--- config.mk ---
export PLATFORM = sky130hd
export DESIGN_NAME = tcr_ctrl
export DESIGN_NICKNAME = d
export VERILOG_FILES = /design/src/hw/rtl/triangle_coverage_rasterizer_defines.svh /design/src/hw/rtl/tcr_pkg.sv /design/src/hw/rtl/tcr_ctrl.sv
export SDC_FILE = /design/constraint.sdc
export NUM_CORES = 1
export LEC_CHECK = 0
export BUFFER_PORTS_ARGS = -buffer_cell sky130_fd_sc_hd__buf_2
export CAP_MARGIN = 0
export CORE_AREA = 2 2 39 41
export CTS_CLUSTER_SIZE = 16
export DETAILED_ROUTE_END_ITERATION = 16
export DIE_AREA = 0 0 41 43
export GPL_TIMING_DRIVEN = 0
export PLACE_DENSITY = 0.44
export SLEW_MARGIN = 20
export SYNTH_ARGS = -nofsm -noshare
export SYNTH_HDL_FRONTEND = slang
export SYNTH_SLANG_ARGS = --single-unit
--- constraint.sdc ---
create_clock -name clk_i -period 1.6 [get_ports clk_i]
set_input_delay 0.32 -clock clk_i [delete_from_list [all_inputs] [get_ports clk_i]]
set_output_delay 0.32 -clock clk_i [all_outputs]
set_load 0.02 [all_outputs]
--- src/hw/rtl/triangle_coverage_rasterizer_defines.svh ---
// Assertion macros shared by the rasterizer RTL.
// Uses clk_i and rst_ni of the module that expands them.
`ifndef TRIANGLE_COVERAGE_RASTERIZER_DEFINES_SVH
`define TRIANGLE_COVERAGE_RASTERIZER_DEFINES_SVH
`ifndef ASSERT_OFF
`define TCR_ASSERT(lbl, prop) \
  lbl: assert property (@(posedge clk_i) disable iff (!rst_ni) (prop)) \
    else $error("tcr assertion failed");
`define TCR_ASSERT_NEVER(lbl, cond) \
  lbl: assert property (@(posedge clk_i) disable iff (!rst_ni) !(cond)) \
    else $error("tcr forbidden condition");
`else
`define TCR_ASSERT(lbl, prop)
`define TCR_ASSERT_NEVER(lbl, cond)
`endif
`endif

--- src/hw/rtl/tcr_pkg.sv ---
// Shared types and constants of the triangle coverage rasterizer.
// No dependencies.
package tcr_pkg;

  localparam int unsigned WORD_W    = 32;
  localparam int unsigned RD_IDX_W  = 7;
  localparam int unsigned IDX_EXT_W = 12;
  localparam int unsigned MUL_STEPS = 6;
  localparam logic [2:0]  MUL_LAST  = 3'(MUL_STEPS - 1);
  localparam logic [WORD_W-1:0] HALF_WORD = 32'h3F00_0000;

  typedef enum logic [1:0] {
    OP_CLEAR = 2'd0,
    OP_DRAW  = 2'd1,
    OP_READ  = 2'd2,
    OP_NONE  = 2'd3
  } op_e;

  typedef enum logic [2:0] {
    ST_IDLE,
    ST_BOX,
    ST_MUL,
    ST_DRAIN,
    ST_WALK,
    ST_RDWAIT,
    ST_DONE
  } state_e;

  typedef struct packed {
    logic load;
    logic box_en;
    logic mul_en;
    logic walk_en;
    logic rd_en;
  } ctl_cmd_t;

  typedef struct packed {
    logic box_empty;
    logic mul_last;
    logic walk_last;
  } ctl_sts_t;

endpackage

--- src/hw/rtl/tcr_ctrl.sv ---
// Sequencing state machine of the rasterizer.
// Depends on tcr_pkg.
module tcr_ctrl (
  input  logic              clk_i,
  input  logic              rst_ni,
  input  logic              start,
  input  tcr_pkg::op_e      op_i,
  input  tcr_pkg::ctl_sts_t sts_i,
  output tcr_pkg::ctl_cmd_t cmd_o,
  output logic              busy,
  output logic              done_o
);
  import tcr_pkg::*;

  state_e state_q, state_d;

  always_ff @(posedge clk_i or negedge rst_ni) begin
    if (!rst_ni) begin
      state_q <= ST_IDLE;
    end else begin
      state_q <= state_d;
    end
  end

  always_comb begin
    state_d = state_q;
    unique case (state_q)
      ST_IDLE: begin
        if (start) begin
          unique case (op_i)
            OP_CLEAR: state_d = ST_WALK;
            OP_DRAW:  state_d = ST_BOX;
            OP_READ:  state_d = ST_RDWAIT;
            default:  state_d = ST_DONE;
          endcase
        end
      end
      ST_BOX:    state_d = sts_i.box_empty ? ST_DONE : ST_MUL;
      ST_MUL:    state_d = sts_i.mul_last ? ST_DRAIN : ST_MUL;
      ST_DRAIN:  state_d = ST_WALK;
      ST_WALK:   state_d = sts_i.walk_last ? ST_DONE : ST_WALK;
      ST_RDWAIT: state_d = ST_DONE;
      ST_DONE:   state_d = ST_IDLE;
      default:   state_d = ST_IDLE;
    endcase
  end

  always_comb begin
    cmd_o  = '0;
    busy   = 1'b1;
    done_o = 1'b0;
    unique case (state_q)
      ST_IDLE: begin
        busy       = 1'b0;
        cmd_o.load = start;
      end
      ST_BOX:    cmd_o.box_en  = 1'b1;
      ST_MUL:    cmd_o.mul_en  = 1'b1;
      ST_DRAIN:  ;
      ST_WALK:   cmd_o.walk_en = 1'b1;
      ST_RDWAIT: cmd_o.rd_en   = 1'b1;
      ST_DONE:   done_o        = 1'b1;
      default:   ;
    endcase
  end

endmodule

==> run metrics <==
first-pass GRT wire length between 1000 and 1500 um; Vias approximately 280; Core Rows 14; FILL cells between 150 and 200; Area growth syn-to-layout 81.6%; dpl cells 59; R2R Path Start state_q[1]; leading post-synthesis cells by cell area dfrtp_1 (32%), ha_1 (11%), nor2_1 (8.1%), nor3b_1 (6.5%), or3_1 (5.4%); Slew HR 0.840; sequential share of the synthesized area 0.324; reg2reg path depth 3; Clock Path Buffers 2; Total Routing Usage GR 0.103; Leakage 0.000213 uW; Setup crit end kind output pin; post-synth cell types 16; Max-Cap Viols 0; Die Span X slightly above 40 um; die area 0.00176 mm^2; crit share post-route 1.00; # IOs 15; Crit Path Max Fanout 7; CP Launch Type register; multi-input logic area roughly 160 um^2; starting density of the core 0.167; status finished with violations; input/output buffers 14; Worst VDD drop 0.000363 V; FF-to-FF setup slack 410 ps; chip height 43 um; clk slew on worst S/H paths 40 ps; top cell type's share of synthesized area 0.324; drt pass-1 iters 2; vias in the first global route 271; flops & latches, synth 3; clock skew around 7.8 ps; grt ovf 0; post-synth top area cell dfrtp_1; initial antenna violation count 0; capturing point of the worst reg2reg path state_q[1]; post-synth net total 39; share of cells above drive strength 1 0.569; syn avg cell area 7.98 um^2; nets@finish 62; critical path type reg -> out; gpl congestion 0.599; failing checks negative setup slack; final setup vio count 1; n_diodes 0; CTS tree done; Layout Cells excl Fill 67; Final Critical Period 1600 ps; post-DP HPWL 448 um; Core ar. 0.00138 mm^2; max reg flops 3; Worst-Margin Slew around 240 ps; PD cells 1880 mW/mm^2; largest registers state_q (3); setup TNS -0.762 ps; synth warn 0; via density per instance 4.16; WP data required 1280 ps; RSZ-0062 raised after global routing true; Synth Instances 29; Max Freq approximately 0.62 GHz; DRT iter0 DRCs 1; Slew Viols, Final 0; Final Hold Fails 0; pre-CTS setup slack 167 ps; DRC Markers 0; routed length per placed instance 10.3 um; post-route setup slack -0.762 ps; routed wire length 692 um; pin count of the biggest net entering global routing 8; register area between 70 and 80 um^2; Post-Syn Area around 230 um^2; Biggest register state_q; arrival time at the worst endpoint 1280 ps; antenna-violating nets left 0; CTS buffer count 3; Num Clock Sinks 3; clock root buffer clkbuf_4; CTS H-tree lvls 1; min-delay worst type in -> async; Worst-Skew Late Latency roughly 250 ps
-- cell usage after synthesis --
library cell	instances
nor3b_1	2
ha_1	2
dfrtp_1	3
or3_1	2
nor2_1	5
buf_4	1
inv_1	3
nor3_1	2
or2b_2	1
nor2b_1	1
o31ai_1	1
a21oi_1	1
o22ai_1	1
a21boi_0	1
a22oi_1	1
nand2_1	2
-- routing by layer --
layer	track usage	vias up	share of wire
li1	-	141	-
met1	0.115	123	0.44
met2	0.144	13	0.45
met3	0.0628	2	0.092
met4	0.0600	0	0.016
met5	0	-	0
-- power breakdown --
part | internal (uW) | leakage [uW] | switching [uW]
logic | 228 | 0.000164 | 247
clock network | 94.0 | 0.0000150 | 48.6
registers | 120 | 0.0000338 | 53.8
total | 442 | 0.000213 | 349
-- repair_timing --
| action | CTS | global route |
|---|---|---|
| pin swaps | 0 | 0 |
| endpoints found under the setup margin | 4 | 6 |
| resized for setup | 4 | 9 |
| endpoints found under the hold margin | 3 | 0 |
| setup buffers | 4 | 0 |
| hold buffers | 1 | 0 |
-- worst max path at each step --
stage          startpoint        to  slack, ps  cells after the start
2_1_floorplan  state_q[0]  cmd_o[4]          6                      3
3_5_place_dp   state_q[1]  cmd_o[4]        170                      3
4_1_cts        state_q[0]  cmd_o[4]        -20                      3
5_1_grt        state_q[0]  cmd_o[4]        -60                      3
6_report       state_q[0]  cmd_o[4]       -0.8                      3
3_3_place_gp   state_q[1]  cmd_o[4]        170                      3
-- worst max-delay path: stages (launching register included) --
cell and delay (ps):
dfrtp_2 440, or3_4 390, nor2_4 90, buf_6 110
-- layout by cell type, fill, tap and decap left out, types with 2 or more instances in the layout --
cell      netlist  layout
ha_1            2       2
nand2_1         2       2
buf_4           1       7
nor2_1          5       4
dfrtp_2         0       3
clkbuf_4        0       3
buf_2           0      10
inv_1           3       3
-- metrics by stage --
step | total power, uW | cell area [um^2] | utilization | hold slack [ps]
final | 791 | 420 | 0.304 | 398
after global routing | 878 | 420 | 0.304 | 398
after CTS | 743 | 390 | 0.282 | 401
after detailed placement | 523 | 322 | 0.232 | 117
after global placement | 521 | 322 | 0.232 | 118
after floorplan | 406 | 231 | - | 24.4
-- area by class of cell --
type                       instances  share of cell area
multi-input combinational         22               0.381
timing repair buffer              19               0.295
sequential                         3               0.188
clock buffer                       4              0.0625
tap                               16              0.0476
inverter                           3              0.0268
-- kinds of logic after synthesis --
logic type	count (synthesis)	share of synthesized area
and+or+nand+nor	15	0.341
AOI/OAI and AO/OA	5	0.146
buffers and inverters	4	0.0811
DFF	3	0.324
adders and majority gates	2	0.108
Power figures use the tool's default switching activity.
